### src/hdl/uvcpfr_pkg.sv
`timescale 1ns / 1ps
package uvcpfr_pkg;

   // field widths
   localparam int DATA_BITS       = 8;
   localparam int PLEN_BITS       = 10;
   localparam int WRITE_ADDR_BITS = 24;
   localparam int MAX_FRAME_BITS  = 24;
   localparam int FRAMES_BITS     = 16;
   localparam int HDR_BITS        = 8;
   localparam int INFO_BITS       = 8;

   // defaults for the top-level parameters
   localparam int DEF_MAX_PACKET_BYTES = 1023;
   localparam int DEF_FRAME_ADDR_BITS  = 24;

   // packet format
   localparam logic [PLEN_BITS-1:0] MIN_PACKET = PLEN_BITS'(2);
   localparam logic [INFO_BITS-1:0] EOF_FLAG   = 8'h02;

   // words between front and back
   localparam int QUEUE_DEPTH = 2;

   // register interface
   localparam int CSR_ADDR_BITS = 3;
   localparam int CSR_DATA_BITS = 32;
   localparam logic CSR_IDX_MAX_FRAME = 1'b0;

   typedef struct packed {
      logic                       write_en;
      logic [WRITE_ADDR_BITS-1:0] write_addr;
      logic [DATA_BITS-1:0]       write_data;
      logic                       frame_done;
   } rsp_word_type;

endpackage

### src/hdl/uvc_payload_frame_reassembler_core.sv
`timescale 1ns / 1ps
// Video payload reassembler. Packet bytes enter on the req_ channel, one word
// per byte, tagged with the packet length and an end mark on the last byte.
// Byte 0 is the header length, byte 1 the info flags. A packet is admitted on
// byte 0 when its payload fits in max_frame_bytes (csr_ register at 0x0); its
// payload bytes leave on the rsp_ channel as frame-buffer writes, and a packet
// ending with EOF set leaves a frame-done word carrying the frame count.
// Bytes that write nothing and end no frame produce no rsp_ word.
// Throughput: one byte per cycle while the queue is not full. The front
// classifier updates its packet state in the cycle a byte is accepted;
// results pass a 2-word queue and then the output register behind rsp_valid.
// When the receiver stalls, the output register holds and the queue absorbs
// words; req_ready drops only once the queue is full.
// Reset clears frame position, packet state, frame count, queue and the
// max_frame_bytes register (to 0, so no payload is admitted until written).
module uvc_payload_frame_reassembler_core #(
   parameter int MAX_PACKET_BYTES = uvcpfr_pkg::DEF_MAX_PACKET_BYTES,
   parameter int FRAME_ADDR_BITS  = uvcpfr_pkg::DEF_FRAME_ADDR_BITS
) (
   input  logic                                   clock,
   input  logic                                   reset,
   input  logic                                   req_valid,
   output logic                                   req_ready,
   input  logic [uvcpfr_pkg::DATA_BITS-1:0]       req_data_byte,
   input  logic [uvcpfr_pkg::PLEN_BITS-1:0]       req_packet_len,
   input  logic                                   req_packet_end,
   output logic                                   rsp_valid,
   input  logic                                   rsp_ready,
   output logic                                   rsp_write_en,
   output logic [uvcpfr_pkg::WRITE_ADDR_BITS-1:0] rsp_write_addr,
   output logic [uvcpfr_pkg::DATA_BITS-1:0]       rsp_write_data,
   output logic                                   rsp_frame_done,
   output logic [uvcpfr_pkg::FRAMES_BITS-1:0]     rsp_frames_seen,
   input  logic                                   csr_psel,
   input  logic                                   csr_penable,
   input  logic                                   csr_pwrite,
   input  logic [uvcpfr_pkg::CSR_ADDR_BITS-1:0]   csr_paddr,
   input  logic [uvcpfr_pkg::CSR_DATA_BITS-1:0]   csr_pwdata,
   output logic [uvcpfr_pkg::CSR_DATA_BITS-1:0]   csr_prdata,
   output logic                                   csr_pready
);

   logic [uvcpfr_pkg::MAX_FRAME_BITS-1:0] max_frame_ff;
   logic                                  csr_hit, csr_wr;
   logic                                  accept, push, q_not_full, q_not_empty, pop;
   uvcpfr_pkg::rsp_word_type              push_word, head_word;

   // register select is the word index; byte offset bits are ignored
   assign csr_hit    = (csr_paddr[uvcpfr_pkg::CSR_ADDR_BITS-1] ==
                        uvcpfr_pkg::CSR_IDX_MAX_FRAME);
   assign csr_wr     = csr_psel && csr_penable && csr_pwrite && csr_hit;
   assign csr_pready = 1'b1;
   assign csr_prdata = csr_hit ? uvcpfr_pkg::CSR_DATA_BITS'(max_frame_ff) : '0;

   always_ff @(posedge clock) begin
      if (reset) begin
         max_frame_ff <= '0;
      end else if (csr_wr) begin
         max_frame_ff <= csr_pwdata[uvcpfr_pkg::MAX_FRAME_BITS-1:0];
      end
   end

   assign req_ready = q_not_full;
   assign accept    = req_valid && q_not_full;

   uvcpfr_front #(
      .MAX_PACKET_BYTES (MAX_PACKET_BYTES),
      .FRAME_ADDR_BITS  (FRAME_ADDR_BITS)
   ) u_front (
      .clock           (clock),
      .reset           (reset),
      .accept          (accept),
      .data_byte       (req_data_byte),
      .packet_len      (req_packet_len),
      .packet_end      (req_packet_end),
      .max_frame_bytes (max_frame_ff),
      .push            (push),
      .push_word       (push_word)
   );

   uvcpfr_queue u_queue (
      .clock     (clock),
      .reset     (reset),
      .push      (push),
      .push_word (push_word),
      .not_full  (q_not_full),
      .pop       (pop),
      .not_empty (q_not_empty),
      .head_word (head_word)
   );

   uvcpfr_back u_back (
      .clock           (clock),
      .reset           (reset),
      .word_valid      (q_not_empty),
      .word            (head_word),
      .word_pop        (pop),
      .rsp_valid       (rsp_valid),
      .rsp_ready       (rsp_ready),
      .rsp_write_en    (rsp_write_en),
      .rsp_write_addr  (rsp_write_addr),
      .rsp_write_data  (rsp_write_data),
      .rsp_frame_done  (rsp_frame_done),
      .rsp_frames_seen (rsp_frames_seen)
   );

endmodule

### src/hdl/uvcpfr_front.sv
`timescale 1ns / 1ps
module uvcpfr_front #(
   parameter int MAX_PACKET_BYTES = uvcpfr_pkg::DEF_MAX_PACKET_BYTES,
   parameter int FRAME_ADDR_BITS  = uvcpfr_pkg::DEF_FRAME_ADDR_BITS
) (
   input  logic                                   clock,
   input  logic                                   reset,
   input  logic                                   accept,
   input  logic [uvcpfr_pkg::DATA_BITS-1:0]       data_byte,
   input  logic [uvcpfr_pkg::PLEN_BITS-1:0]       packet_len,
   input  logic                                   packet_end,
   input  logic [uvcpfr_pkg::MAX_FRAME_BITS-1:0]  max_frame_bytes,
   output logic                                   push,
   output uvcpfr_pkg::rsp_word_type               push_word
);

   localparam int IDX_BITS = $clog2(MAX_PACKET_BYTES + 1);
   localparam int CMP_BITS = (IDX_BITS > uvcpfr_pkg::PLEN_BITS) ? IDX_BITS
                                                                 : uvcpfr_pkg::PLEN_BITS;
   localparam int SUM_BITS = ((FRAME_ADDR_BITS > uvcpfr_pkg::MAX_FRAME_BITS) ?
                              FRAME_ADDR_BITS : uvcpfr_pkg::MAX_FRAME_BITS) + 1;
   localparam int POS_WIDE = (FRAME_ADDR_BITS > uvcpfr_pkg::WRITE_ADDR_BITS) ?
                             FRAME_ADDR_BITS : uvcpfr_pkg::WRITE_ADDR_BITS;
   localparam logic [IDX_BITS-1:0] IDX_LAST = IDX_BITS'(MAX_PACKET_BYTES);

   logic [IDX_BITS-1:0]                   idx_ff, idx_in;
   logic [uvcpfr_pkg::HDR_BITS-1:0]       hdr_ff, hdr_in;
   logic [uvcpfr_pkg::INFO_BITS-1:0]      info_ff, info_in;
   logic                                  adm_ff, adm_in;
   logic [FRAME_ADDR_BITS-1:0]            pos_ff, pos_in;

   logic                                  first_byte, second_byte, long_pkt;
   logic [uvcpfr_pkg::PLEN_BITS-1:0]      body_bytes;
   logic [SUM_BITS-1:0]                   frame_end;
   logic                                  wen, done;
   logic [CMP_BITS-1:0]                   idx_cmp, hdr_cmp, plen_cmp;
   logic [POS_WIDE-1:0]                   pos_wide;

   always_comb begin
      first_byte  = (idx_ff == '0);
      second_byte = (idx_ff == IDX_BITS'(1));
      long_pkt    = (packet_len >= uvcpfr_pkg::MIN_PACKET);

      hdr_in  = first_byte ? data_byte : hdr_ff;
      info_in = first_byte ? '0 : (second_byte ? data_byte : info_ff);

      // admission: payload must be non-empty and fit in what is left of the frame
      body_bytes = packet_len - uvcpfr_pkg::PLEN_BITS'(data_byte);
      frame_end  = SUM_BITS'(pos_ff) + SUM_BITS'(body_bytes);
      if (first_byte) begin
         adm_in = long_pkt && (packet_len > uvcpfr_pkg::PLEN_BITS'(data_byte)) &&
                  (frame_end <= SUM_BITS'(max_frame_bytes));
      end else begin
         adm_in = adm_ff;
      end

      idx_cmp  = CMP_BITS'(idx_ff);
      hdr_cmp  = CMP_BITS'(hdr_in);
      plen_cmp = CMP_BITS'(packet_len);
      wen  = long_pkt && adm_in && (idx_cmp >= hdr_cmp) && (idx_cmp < plen_cmp);
      done = packet_end && long_pkt && ((info_in & uvcpfr_pkg::EOF_FLAG) != '0);

      if (done) begin
         pos_in = '0;
      end else if (wen) begin
         pos_in = pos_ff + FRAME_ADDR_BITS'(1);
      end else begin
         pos_in = pos_ff;
      end

      // index saturates if the end mark never comes
      if (packet_end) begin
         idx_in = '0;
      end else if (idx_ff < IDX_LAST) begin
         idx_in = idx_ff + IDX_BITS'(1);
      end else begin
         idx_in = idx_ff;
      end

      pos_wide             = POS_WIDE'(pos_ff);
      push                 = accept && (wen || done);
      push_word.write_en   = wen;
      push_word.write_addr = wen ? pos_wide[uvcpfr_pkg::WRITE_ADDR_BITS-1:0] : '0;
      push_word.write_data = wen ? data_byte : '0;
      push_word.frame_done = done;
   end

   always_ff @(posedge clock) begin
      if (reset) begin
         idx_ff  <= '0;
         hdr_ff  <= '0;
         info_ff <= '0;
         adm_ff  <= 1'b0;
         pos_ff  <= '0;
      end else if (accept) begin
         idx_ff  <= idx_in;
         hdr_ff  <= hdr_in;
         info_ff <= info_in;
         adm_ff  <= adm_in;
         pos_ff  <= pos_in;
      end
   end

endmodule

### src/hdl/uvcpfr_queue.sv
`timescale 1ns / 1ps
module uvcpfr_queue (
   input  logic                     clock,
   input  logic                     reset,
   input  logic                     push,
   input  uvcpfr_pkg::rsp_word_type push_word,
   output logic                     not_full,
   input  logic                     pop,
   output logic                     not_empty,
   output uvcpfr_pkg::rsp_word_type head_word
);

   localparam int DEPTH    = uvcpfr_pkg::QUEUE_DEPTH;
   localparam int PTR_BITS = (DEPTH > 1) ? $clog2(DEPTH) : 1;
   localparam int CNT_BITS = $clog2(DEPTH + 1);
   localparam logic [PTR_BITS-1:0] PTR_LAST = PTR_BITS'(DEPTH - 1);

   uvcpfr_pkg::rsp_word_type slot_ff [DEPTH];
   logic [PTR_BITS-1:0] wr_ptr_ff, wr_ptr_in;
   logic [PTR_BITS-1:0] rd_ptr_ff, rd_ptr_in;
   logic [CNT_BITS-1:0] count_ff, count_in;

   always_comb begin
      not_full  = (count_ff != CNT_BITS'(DEPTH));
      not_empty = (count_ff != '0);
      head_word = slot_ff[rd_ptr_ff];

      wr_ptr_in = wr_ptr_ff;
      if (push) begin
         wr_ptr_in = (wr_ptr_ff == PTR_LAST) ? '0 : wr_ptr_ff + PTR_BITS'(1);
      end
      rd_ptr_in = rd_ptr_ff;
      if (pop) begin
         rd_ptr_in = (rd_ptr_ff == PTR_LAST) ? '0 : rd_ptr_ff + PTR_BITS'(1);
      end

      count_in = count_ff;
      if (push && !pop) begin
         count_in = count_ff + CNT_BITS'(1);
      end else if (pop && !push) begin
         count_in = count_ff - CNT_BITS'(1);
      end
   end

   always_ff @(posedge clock) begin
      if (push) begin
         slot_ff[wr_ptr_ff] <= push_word;
      end
   end

   always_ff @(posedge clock) begin
      if (reset) begin
         wr_ptr_ff <= '0;
         rd_ptr_ff <= '0;
         count_ff  <= '0;
      end else begin
         wr_ptr_ff <= wr_ptr_in;
         rd_ptr_ff <= rd_ptr_in;
         count_ff  <= count_in;
      end
   end

endmodule

### src/hdl/uvcpfr_back.sv
`timescale 1ns / 1ps
module uvcpfr_back (
   input  logic                                 clock,
   input  logic                                 reset,
   input  logic                                 word_valid,
   input  uvcpfr_pkg::rsp_word_type             word,
   output logic                                 word_pop,
   output logic                                 rsp_valid,
   input  logic                                 rsp_ready,
   output logic                                 rsp_write_en,
   output logic [uvcpfr_pkg::WRITE_ADDR_BITS-1:0] rsp_write_addr,
   output logic [uvcpfr_pkg::DATA_BITS-1:0]     rsp_write_data,
   output logic                                 rsp_frame_done,
   output logic [uvcpfr_pkg::FRAMES_BITS-1:0]   rsp_frames_seen
);

   logic                                out_valid_ff, out_valid_in;
   uvcpfr_pkg::rsp_word_type            out_word_ff;
   logic [uvcpfr_pkg::FRAMES_BITS-1:0]  frames_ff, frames_in;
   logic [uvcpfr_pkg::FRAMES_BITS-1:0]  seen_ff;

   always_comb begin
      word_pop     = word_valid && (!out_valid_ff || rsp_ready);
      out_valid_in = word_pop || (out_valid_ff && !rsp_ready);
      frames_in    = frames_ff + uvcpfr_pkg::FRAMES_BITS'(word.frame_done);
   end

   always_ff @(posedge clock) begin
      if (reset) begin
         out_valid_ff <= 1'b0;
         frames_ff    <= '0;
      end else begin
         out_valid_ff <= out_valid_in;
         if (word_pop) begin
            frames_ff <= frames_in;
         end
      end
   end

   always_ff @(posedge clock) begin
      if (word_pop) begin
         out_word_ff <= word;
         seen_ff     <= frames_in;
      end
   end

   assign rsp_valid       = out_valid_ff;
   assign rsp_write_en    = out_word_ff.write_en;
   assign rsp_write_addr  = out_word_ff.write_addr;
   assign rsp_write_data  = out_word_ff.write_data;
   assign rsp_frame_done  = out_word_ff.frame_done;
   assign rsp_frames_seen = seen_ff;

endmodule
### config.mk
export PLATFORM = sky130hd
export DESIGN_NAME = uvc_payload_frame_reassembler_core
export DESIGN_NICKNAME = d
export VERILOG_FILES = /design/src/hdl/uvcpfr_pkg.sv /design/src/hdl/uvc_payload_frame_reassembler_core.sv /design/src/hdl/uvcpfr_front.sv /design/src/hdl/uvcpfr_queue.sv /design/src/hdl/uvcpfr_back.sv
export SDC_FILE = /design/constraint.sdc
export NUM_CORES = 1
export LEC_CHECK = 0
export BUFFER_PORTS_ARGS = -buffer_cell sky130_fd_sc_hd__buf_2
export CORE_MARGIN = 2
export CORE_UTILIZATION = 45
export CTS_CLUSTER_SIZE = 28
export DETAILED_ROUTE_END_ITERATION = 10
export GPL_TIMING_DRIVEN = 0
export SLEW_MARGIN = 20
export SYNTH_ARGS = -nofsm -noshare
export SYNTH_HDL_FRONTEND = slang
export SYNTH_SLANG_ARGS = --single-unit
### constraint.sdc
create_clock -name clock -period 11.6 [get_ports clock]
set_clock_uncertainty 0.15 [all_clocks]
set_input_delay 0.58 -clock clock [delete_from_list [all_inputs] [get_ports clock]]
set_output_delay 0.58 -clock clock [all_outputs]
set_load 0.02 [all_outputs]
# Yosys cells after proc, flatten, opt, wreduce, memory -nomap -nowiden
# Memories as Yosys holds them, arrays and structs flattened. A register that Yosys moved wholly into a read port is not among the register bits.
# Index checks and enable logic that the tools add are counted.
# Widths: inputs -> output; s select.
# totals
word_cells	84
ramBits	68
output_inout_bits	85
n_memories	1
register_bits	139
input_bits	61
# mem_list
memory	words	width	read_ports	rd_clocked_by_memory_dff	write_ports	line	text
u_queue.slot_ff	2	34	1	1	1	uvcpfr_queue.sv:18	uvcpfr_pkg::rsp_word_type slot_ff [DEPTH];
# classes
n_mux	19
addsub	9
reduce_logical	30
magnitude_cmp	6
bitwise	1
eq_ne	2
# op_table
op	count
$mux 24	4
$add 24x10->25	1
$le 25x24->1	1
$add 24x1->24 const B	1
$mux 10	2
$add 16x1->16	1
$logic_and 1x1->1	16
$mux 8	2
$add 10x1->10 const B	1
$eq 10x1->1 const B	1
$ge 10x2->1 const B	1
$ge 10x8->1	1
$gt 10x8->1	1
$logic_not 10->1	1
$lt 10x10->1	1
$lt 10x10->1 const B	1
$sub 10x8->10	1
$mux 2	4
$reduce_bool 2->1	4
$mux 1	7
$logic_not 1->1	4
$reduce_and 2->1	2
$logic_or 1x1->1	3
$add 1x1->1 const B	2
other kinds (4)	4

# Logic depth before layout (Yosys ltp)
# Gate-level depths: netlist of the first run.
# logic_depth
depth_word	14
depth_mapped	30
ltp_nobuf	30

# Modules after synthesis
# A second synthesis of the first run with hierarchy kept.
# unflattened
cells_unflattened	1041
hier_area_um2	11075.6
# by_module_without_submodules
mod	seq_area_each_um2	area_each_um2	cells_each	n_inst
uvcpfr_front	880.8	4551.9	600	1
uvcpfr_queue	2142.1	2671.3	128	1
uvcpfr_back	1841.8	2502.4	170	1
uvc_payload_frame_reassembler_core	480.5	1350.0	143	1

# Worst setup path before layout of the first run
# No wires, ideal clock.
# synth_timing
kind	input to register
startpoint	in req_packet_len[0] (netlist name)
endpoint	mem u_queue.slot_ff[0][0] (netlist name), enable pin
path_buffers	0
stages	27
arrival_time_ns	6.016
t_required_ns	11.061
setup_ns	0.389
path_slack_ns	5.046
path_cell_list	inv_1 ha_1 inv_1 fa_1 a21o_1 a21oi_1 o21ai_0 a21oi_1 xnor2_1 ha_1 a21o_1 nor3_1 o21ai_0 a31oi_1 o21ai_0 nor2b_1 nand3_1 xnor2_1 ha_1 nand4_1 nor3_1 a41o_1 o22ai_2 nor4_4 a21oi_2 or3_1 inv_1
# synth_via
elab_chain_len	12
elab_cells_between_ends	18
classes_between	2 x add/sub; 4 x order compare; 3 x mux; 9 x reduce/logical
# synth_lines
element	line	text
start, declared	uvc_payload_frame_reassembler_core.sv:25	input logic [uvcpfr_pkg::PLEN_BITS-1:0] req_packet_len,
$sub 10x8->10	uvcpfr_front.sv:48	body_bytes = packet_len - uvcpfr_pkg::PLEN_BITS'(data_byte);
$add 24x10->25	uvcpfr_front.sv:49	frame_end = SUM_BITS'(pos_ff) + SUM_BITS'(body_bytes);
$le 25x24->1	uvcpfr_front.sv:52	(frame_end <= SUM_BITS'(max_frame_bytes));
$logic_and 1x1->1	uvcpfr_front.sv:51	adm_in = long_pkt && (packet_len > uvcpfr_pkg::PLEN_BITS'(data_byte)) &&
$mux 1	uvcpfr_front.sv:50	if (first_byte) begin
$logic_and 1x1->1 (3 in series)	uvcpfr_front.sv:60	wen = long_pkt && adm_in && (idx_cmp >= hdr_cmp) && (idx_cmp < plen_cmp);
$logic_or 1x1->1 *	uvcpfr_front.sv:81	push = accept && (wen || done);
$logic_and 1x1->1 *	uvcpfr_front.sv:81	
$mux 1 *	uvcpfr_queue.sv:46	if (push) begin
$mux 1 (implied by the code) *	uvcpfr_queue.sv:47	slot_ff[wr_ptr_ff] <= push_word;
end, declared	uvcpfr_queue.sv:18	
# Mark *: on every way between the ends. The rest lies on a longest branch, timed or not.

# Worst setup path in the final report of the first run
# layout_timing
startpoint	in req_packet_len[0] (netlist name)
endpoint	mem u_queue.slot_ff[0][8] (netlist name), enable pin
# Same word-level chain as after synthesis.

==> results of run 1 <==
[placed cells by master (no fill, tap or decap), types with 18 or more instances in the layout]
cell type / netlist / layout
a21oi_1: 75 / 75
and3_1: 33 / 33
buf_2: 4 / 128
clkbuf_1: 39 / 44
clkbuf_16: 0 / 23
dfxtp_1: 90 / 90
edfxtp_1: 118 / 118
ha_1: 67 / 67
inv_1: 57 / 56
mux2_2: 34 / 34
nand2_1: 111 / 111
nand3_1: 30 / 30
nor2_1: 106 / 106
nor3_1: 18 / 18
o21ai_0: 33 / 33
xnor2_1: 30 / 30
xor2_1: 32 / 32
[worst max-delay path: stages]
cell     delay, ns
buf_2         0.12
inv_1         0.05
ha_1          0.15
inv_1         0.05
fa_1          0.39
a21o_1        0.20
a21oi_1       0.24
o21ai_0       0.12
a21oi_1       0.18
xnor2_1       0.15
ha_1          0.34
a21o_1        0.14
nor3_1        0.04
o21ai_0       0.11
a31oi_1       0.16
o21ai_0       0.66
nor2b_1       0.28
nand3_1       0.11
xnor2_1       0.17
ha_1          0.30
nand4_1       0.14
nor3_1        0.36
a41o_1        0.25
o22ai_2       0.08
nor4_4        0.63
a21oi_2       0.21
or3_1         0.41
inv_2         0.56
[worst max-delay path by stage]
stage	start	endpoint	slack [ns]	cells after the start
finish	req_packet_len[0]	u_queue.slot_ff[0][8]$_DFFE_PP_	4.36	28
global route	req_packet_len[0]	u_queue.slot_ff[0][8]$_DFFE_PP_	3.79	28
CTS	req_data_byte[0]	u_queue.slot_ff[0][4]$_DFFE_PP_	4.44	27
detailed placement	req_data_byte[0]	u_queue.slot_ff[0][5]$_DFFE_PP_	3.94	27
global placement	req_data_byte[0]	u_queue.slot_ff[1][5]$_DFFE_PP_	3.41	27
floorplan	req_packet_len[0]	u_queue.slot_ff[0][0]$_DFFE_PP_	5.05	27
[report_power, final]
part           total [W]  internal, W  switching [W]  leakage, nW
Sequential      0.000920     0.000894      0.0000256         1.94
Clock           0.000669     0.000381       0.000288        0.335
Combinational   0.000503     0.000161       0.000342         2.83
[cell families (layout without fill, tap and decap cells)]
group | after synthesis | count (layout)
AND/OR/NAND/NOR | 366 | 366
flip-flops | 208 | 208
AO/OA/AOI/OAI | 194 | 194
buffers and inverters | 117 | 285
adder cells (fa/ha/maj) | 69 | 69
XOR/XNOR | 62 | 62
multiplexers | 34 | 34
other | 2 | 9
[flip-flops by register name, indices dropped and copies added (netlist names), named ones only]
signal,count
u_back.rsp_valid,1
u_back.rsp_frames_seen,16
u_queue.count_ff,2
u_front.idx_cmp,10
u_back.rsp_frame_done,1
u_front.adm_ff,1
u_queue.wr_ptr_ff,1
u_back.frames_ff,16
u_front.info_ff,1
max_frame_ff,24
u_back.rsp_write_en,1
u_front.pos_ff,24
u_queue.rd_ptr_ff,1
u_queue.slot_ff,68
u_front.hdr_ff,8
u_back.rsp_write_data,8
u_back.rsp_write_addr,24
[cell usage after synthesis (3+ instances only)]
master    instances  area [sq um]
o31ai_1           7          52.6
xor2_1           32           280
nor2_1          106           398
and3_1           33           206
buf_2             4          20.0
o21ai_0          33           165
clkbuf_1         39           146
and2_1            4          25.0
mux2_2           34           383
edfxtp_1        118          3540
a211o_1           3          26.3
nor3_1           18          90.1
dfxtp_1          90          1800
a21oi_1          75           375
nand4_1          15          93.8
xnor2_1          30           263
nand4b_1          8          70.1
or3_1             8          50.1
nand3_1          30           150
buf_4            10          75.1
nand2_1         111           417
or4_1             3          22.5
a31oi_1          15          93.8
a211oi_1         12          90.1
nand3b_1          3          22.5
o311ai_0          4          35.0
nand2b_1          7          43.8
o211ai_1         11          82.6
a21o_1            9          67.6
and4_1            3          26.3
ha_1             67           838
inv_1            57           214
nor2b_1           6          37.5
[through the flow]
step | hold slack (ns) | instances | area [sq um] | utilization | power [W]
CTS | 0.137 | 1546 | 12400 | 0.533 | 0.00211
global route | 0.145 | 1546 | 12400 | 0.533 | 0.00219
finish | 0.154 | 1546 | 12400 | 0.533 | 0.00209
detailed placement | 0.296 | 1504 | 11700 | 0.503 | 0.00144
floorplan | 0.286 | 1059 | 10700 | - | 0.00127
global placement | 0.292 | 1502 | 11700 | 0.501 | 0.00143
[cell type report]
cell class | instances | area (sq um) | area share
sequential | 208 | 5350 | 0.430
multi-input combinational | 734 | 4830 | 0.388
timing repair buffer | 126 | 668 | 0.0538
clock buffer | 32 | 631 | 0.0507
tap | 319 | 399 | 0.0321
buffer | 57 | 269 | 0.0216
inverter | 60 | 226 | 0.0182
clock inverter | 10 | 61.3 | 0.00493
[metal layers]
| metal | vias to the layer above | track usage | routed length [um] |
|---|---|---|---|
| met1 | 3732 | 0.302 | 12200 |
| met5 | - | 0 | 0 |
| met2 | 244 | 0.297 | 10400 |
| li1 | 4063 | - | - |
| met3 | 34 | 0.0276 | 1460 |
| met4 | 0 | 0.0472 | 444 |
==> key figures, run 1 <==
Critical path
  – WP data arrival: 7.22 ns
  – CP Launch Type: input port
  – Element type at the critical path end: flop
  – Reg-to-reg critical path startpoint: u_front.pos_ff[1]$_SDFFE_PP0P_
  – Reg2Reg Depth: 18
  – Worst reg2reg setup slack: 5.60 ns
  – Worst R2R End: u_queue.slot_ff[0][8]$_DFFE_PP_
  – WS Path Type: in2reg
  – Crit-path max FO: 34
  – Data required time at the worst endpoint: 11.59 ns

Yosys
  – Post-synthesis compound-gate area fraction: 0.115
  – Adder and majority gate portion of the synthesized area: 0.0826
  – Post-synthesis sequential area ratio: 0.503
  – Gate count of the mapped netlist: 1052
  – Ys async rst share: 0
  – Number of synthesized flops with an enable pin: 118
  – Mapped Avg Cell Area: 10.1 sq um
  – Largest family of logic cells by synthesized area: simple AND/OR/NAND/NOR gates
  – Synth Flop Type: edfxtp_1
  – Distinct cells, synth: 67
  – Post-Synth Simple-Gate Area: 0.166
  – Synth Area in XOR/XNOR: 0.0511
  – Yosys reg bits: 208
  – Post-synthesis mux area share: 0.0360
  – Synth warn: 0
  – Synth Cell Area: 10600 sq um

Drt
  – Routed len/inst: 15.9 um
  – Vias: 8073
  – Final wirelength: 24500 um
  – Vias per cell: 5.22
  – Iteration-0 DRC count of the detailed router: 473
  – DR DRC count: 0
  – Router iterations before antenna repair: 5
  – ANT nets after route: 0

Placement
  – Port Buffers: 124
  – Pre-CTS WS: 3.94 ns
  – Gp weighted congestion: 0.843
  – DP HPWL: 18000 um

Power and ir drop
  – Lkg Pwr: 5.10 nW
  – Max rail drop VDD: 0.0000967 V
  – Pwr/cell area: 168 nW/um^2

STA
  – Final hold vios: 0
  – Final period util: 0.624
  – Rel. slew slack: 0.259
  – Unrepaired setup endpoints after global routing: false
  – Setup ws final: 4.36 ns
  – Sum of negative setup slack: 0 ns
  – Measured slew at the worst slew-check pin: 1.11 ns
  – Max-slew violations: 0
  – Fin crit period: 7.24 ns
  – # setup viols final: 0
  – Fmax: 0.138 GHz

GRT
  – Total GRT Usage: 0.198
  – GRT overflow: 0
  – Initial antenna violation count: 0
  – Vias in the first global route: 7500
  – Largest net degree at the start of global routing: 51
  – First-pass GRT wire length: 39300 um

Min path
  – HP Start: csr_pwdata[17]
  – Hold Path End: max_frame_ff[17]$_SDFFE_PP0P_
  – Hold depth: 3
  – Hold Path Class: in2reg

Floorplanning
  – Chip height: 158 um
  – Die X: 158 um
  – I/O pin count: 146
  – Row cnt: 56
  – Starting Density: 0.456
  – Die ar.: 24900 sq um
  – Core area: 23300 sq um

CTS
  – H-tree levels: 1
  – Total clock sinks: 208
  – TritonCTS Buffers: 23
  – CTS tree: done
  – CTS Root Cell: clkbuf_16
  – CTS Hold Buffers Added: 0
  – Worst-Skew Late Latency: 0.51 ns
  – Clk pin slew, worst setup/hold paths: 0.06 ns
  – Clk buf depth: 3
  – Post-CTS Setup Repair Bufs: 0
  – Post-cts sizing count: 0

Finish
  – ANT cells: 0
  – Filler cells: 2208
  – Share of cells above drive strength 1: 0.185
  – Nets: 1340
  – Synth-to-layout area growth: 16.8%

Flow run
  – Max-Cap Viols: 0

Status
  – Status: finished clean
Power figures use the tool's default switching activity.
==> run 2, diff against run 1 <==
- PLACE_DENSITY: default -> 0.67
- clock period: 11.6 -> 6.3 ns (I/O delays scaled with it)
==> run 2 against run 1 <==
  * Core utilization rose by 1.3 points
  * Combinational power increased by 87%
  * Clock-buffer cell count down 4
  * Sequential power rose by 85%
  * Worst hold slack worse by 0.099 ns
  * Non-clock buffer count is 26 higher
  * Largest power group unchanged
  * Sequential share of layout area is 1.0 points lower
  * Flip-flop and latch count is the same
  * Power rose by 88%
  * Highest routed layer unchanged
  * Wire length is 0.53% higher
  * Largest cell class unchanged
==> key figures, run 2 (synthesized netlist as in run 1, its figures left out) <==
Power and ir drop
  – Clock power frac: 0.329
  – Max rail drop VDD: 0.000167 V
  – Lkg Pwr: 5.21 nW
  – Pwr/cell area: 309 nW/um^2
  – Sw Pwr: 0.00122 W
  – Switch share: 0.311
  – Internal: 0.00271 W
  – Flop pwr share: 0.431
  – Combinational power share: 0.240

Placement
  – DP HPWL: 18000 um
  – Port Buffers: 124
  – Gp weighted congestion: 0.882
  – Placed insts: 1504

Finish
  – Commonest non-fill, non-tap cell in the layout: buf_2
  – Fin util: 0.545
  – Area of the multi-input gates: 4840 sq um
  – Top reg by flops: u_queue.slot_ff
  – Most frequent cells in the layout: buf_2, edfxtp_1, nand2_1, nor2_1, dfxtp_1
  – Max reg flops: 68
  – ANT cells: 0
  – Synth-to-layout area growth: 19.6%
  – Filler cells: 2083
  – FF/Latch Area: 5350 sq um
  – Share of cells above drive strength 1: 0.181
  – Nets: 1366
  – Fin cells: 1571

STA
  – Final period util: 0.931
  – Fin crit period: 5.87 ns
  – Unrepaired setup endpoints after global routing: false
  – Fmax: 0.170 GHz
  – Final hold vios: 0
  – Sum of negative setup slack: 0 ns
  – Rel. slew slack: 0.245
  – Max-slew violations: 0
  – # setup viols final: 0
  – Min Hold Slack: 0.0555 ns
  – Measured slew at the worst slew-check pin: 1.13 ns

GRT
  – GRT overflow: 0
  – First-pass GRT wire length: 39400 um
  – Initial antenna violation count: 0
  – Largest net degree at the start of global routing: 52
  – Total GRT Usage: 0.197
  – Vias in the first global route: 7694

Critical path
  – CP most frequent cell: ha_1
  – WS Path Type: in2reg
  – Reg-to-reg critical path startpoint: u_front.pos_ff[0]$_SDFFE_PP0P_
  – Worst setup path startpoint: req_data_byte[0]
  – Data required time at the worst endpoint: 6.57 ns
  – Crit-path max FO: 6
  – CP Launch Type: input port
  – Crit-path slowest cell: fa_1
  – WP data arrival: 6.14 ns
  – Element type at the critical path end: flop
  – CP peak stage delay: 0.40 ns

Drt
  – Routed len/inst: 15.7 um
  – Final wirelength: 24700 um
  – Router iterations before antenna repair: 5
  – Iteration-0 DRC count of the detailed router: 554
  – Vias: 8263
  – DR DRC count: 0
  – ANT nets after route: 0
  – Vias per cell: 5.26

CTS
  – CTS Root Cell: clkbuf_16
  – Clk buf depth: 3
  – Total clock sinks: 208
  – H-tree levels: 1
  – Clk pin slew, worst setup/hold paths: 0.06 ns
  – TritonCTS Buffers: 23
  – CTS tree: done
  – Worst-Skew Late Latency: 0.51 ns

Floorplanning
  – Starting Density: 0.456
  – Chip height: 158 um
  – Die ar.: 24900 sq um
  – Row cnt: 56
  – Die X: 158 um
  – I/O pin count: 146
  – Core area: 23300 sq um

Status
  – Status: finished clean

Min path
  – Hold Path Class: in2reg
  – HP Start: req_packet_end

Flow run
  – Max-Cap Viols: 0
-- run 2: metal layers --
layer	vias up	share of wire	GRT usage	wire [um]
met4	0	0.023	0.0528	558
met3	40	0.057	0.0276	1400
li1	4125	-	-	-
met1	3838	0.48	0.284	11800
met5	-	0	0	0
met2	260	0.44	0.311	10900
-- run 2: power groups by stage --
stage	registers, W	logic (W)	clock network (W)
CTS	0.00170	0.000950	0.00131
global placement	0.00174	0.000887	0
global route	0.00172	0.00103	0.00136
detailed placement	0.00173	0.000930	0
finish	0.00170	0.000942	0.00129
floorplan	0.00192	0.000418	0
-- run 2: final cells by class --
type / count / area share
Sequential cell: 208 / 0.420
Clock inverter: 13 / 0.00973
Tap cell: 319 / 0.0314
Buffer: 57 / 0.0211
Timing Repair Buffer: 152 / 0.0728
Clock buffer: 28 / 0.0467
Multi-Input combinational cell: 734 / 0.380
Inverter: 60 / 0.0182
-- run 2: worst max-delay path: cells and delay by family --
family	cells	cell delay, ns
and+or+nand+nor	8	1.37
AOI/OAI and AO/OA	12	2.37
adders and majority gates	5	1.56
xor gates and xnor gates	2	0.29
buffers and inverters	2	0.21
-- run 2: repair_timing --
item | in CTS | in global routing
pin swaps | 1 | 0
setup endpoints to repair | 65 | 65
setup buffers | 1 | 0
cloned | 0 | 0
hold buffers | 25 | 0
gates resized for setup | 2 | 4
endpoints found under the hold margin | 25 | 0
-- run 2: through the flow --
step,setup WS [ns],power [W],area (sq um)
2_1_floorplan,0.0109,0.00234,10700
3_3_place_gp,-1.46,0.00263,11700
3_5_place_dp,-0.993,0.00266,11700
4_1_cts,0.233,0.00396,12700
5_1_grt,0.0562,0.00411,12700
6_report,0.434,0.00393,12700
-- run 2: worst paths after layout --
| kind | to | slack (ns) | cells past startpoint |
|---|---|---|---|
| worst max-delay path | u_queue.count_ff[1]$_SDFFE_PP0P_ | 0.43 | 29 |
| worst min-delay path | u_front.idx_cmp[0]$_SDFFE_PP0P_ | 0.06 | 4 |
| worst max register to register | u_queue.count_ff[1]$_SDFFE_PP0P_ | 1.08 | 22 |
| worst min register to register | max_frame_ff[2]$_SDFFE_PP0P_ | 0.30 | 2 |
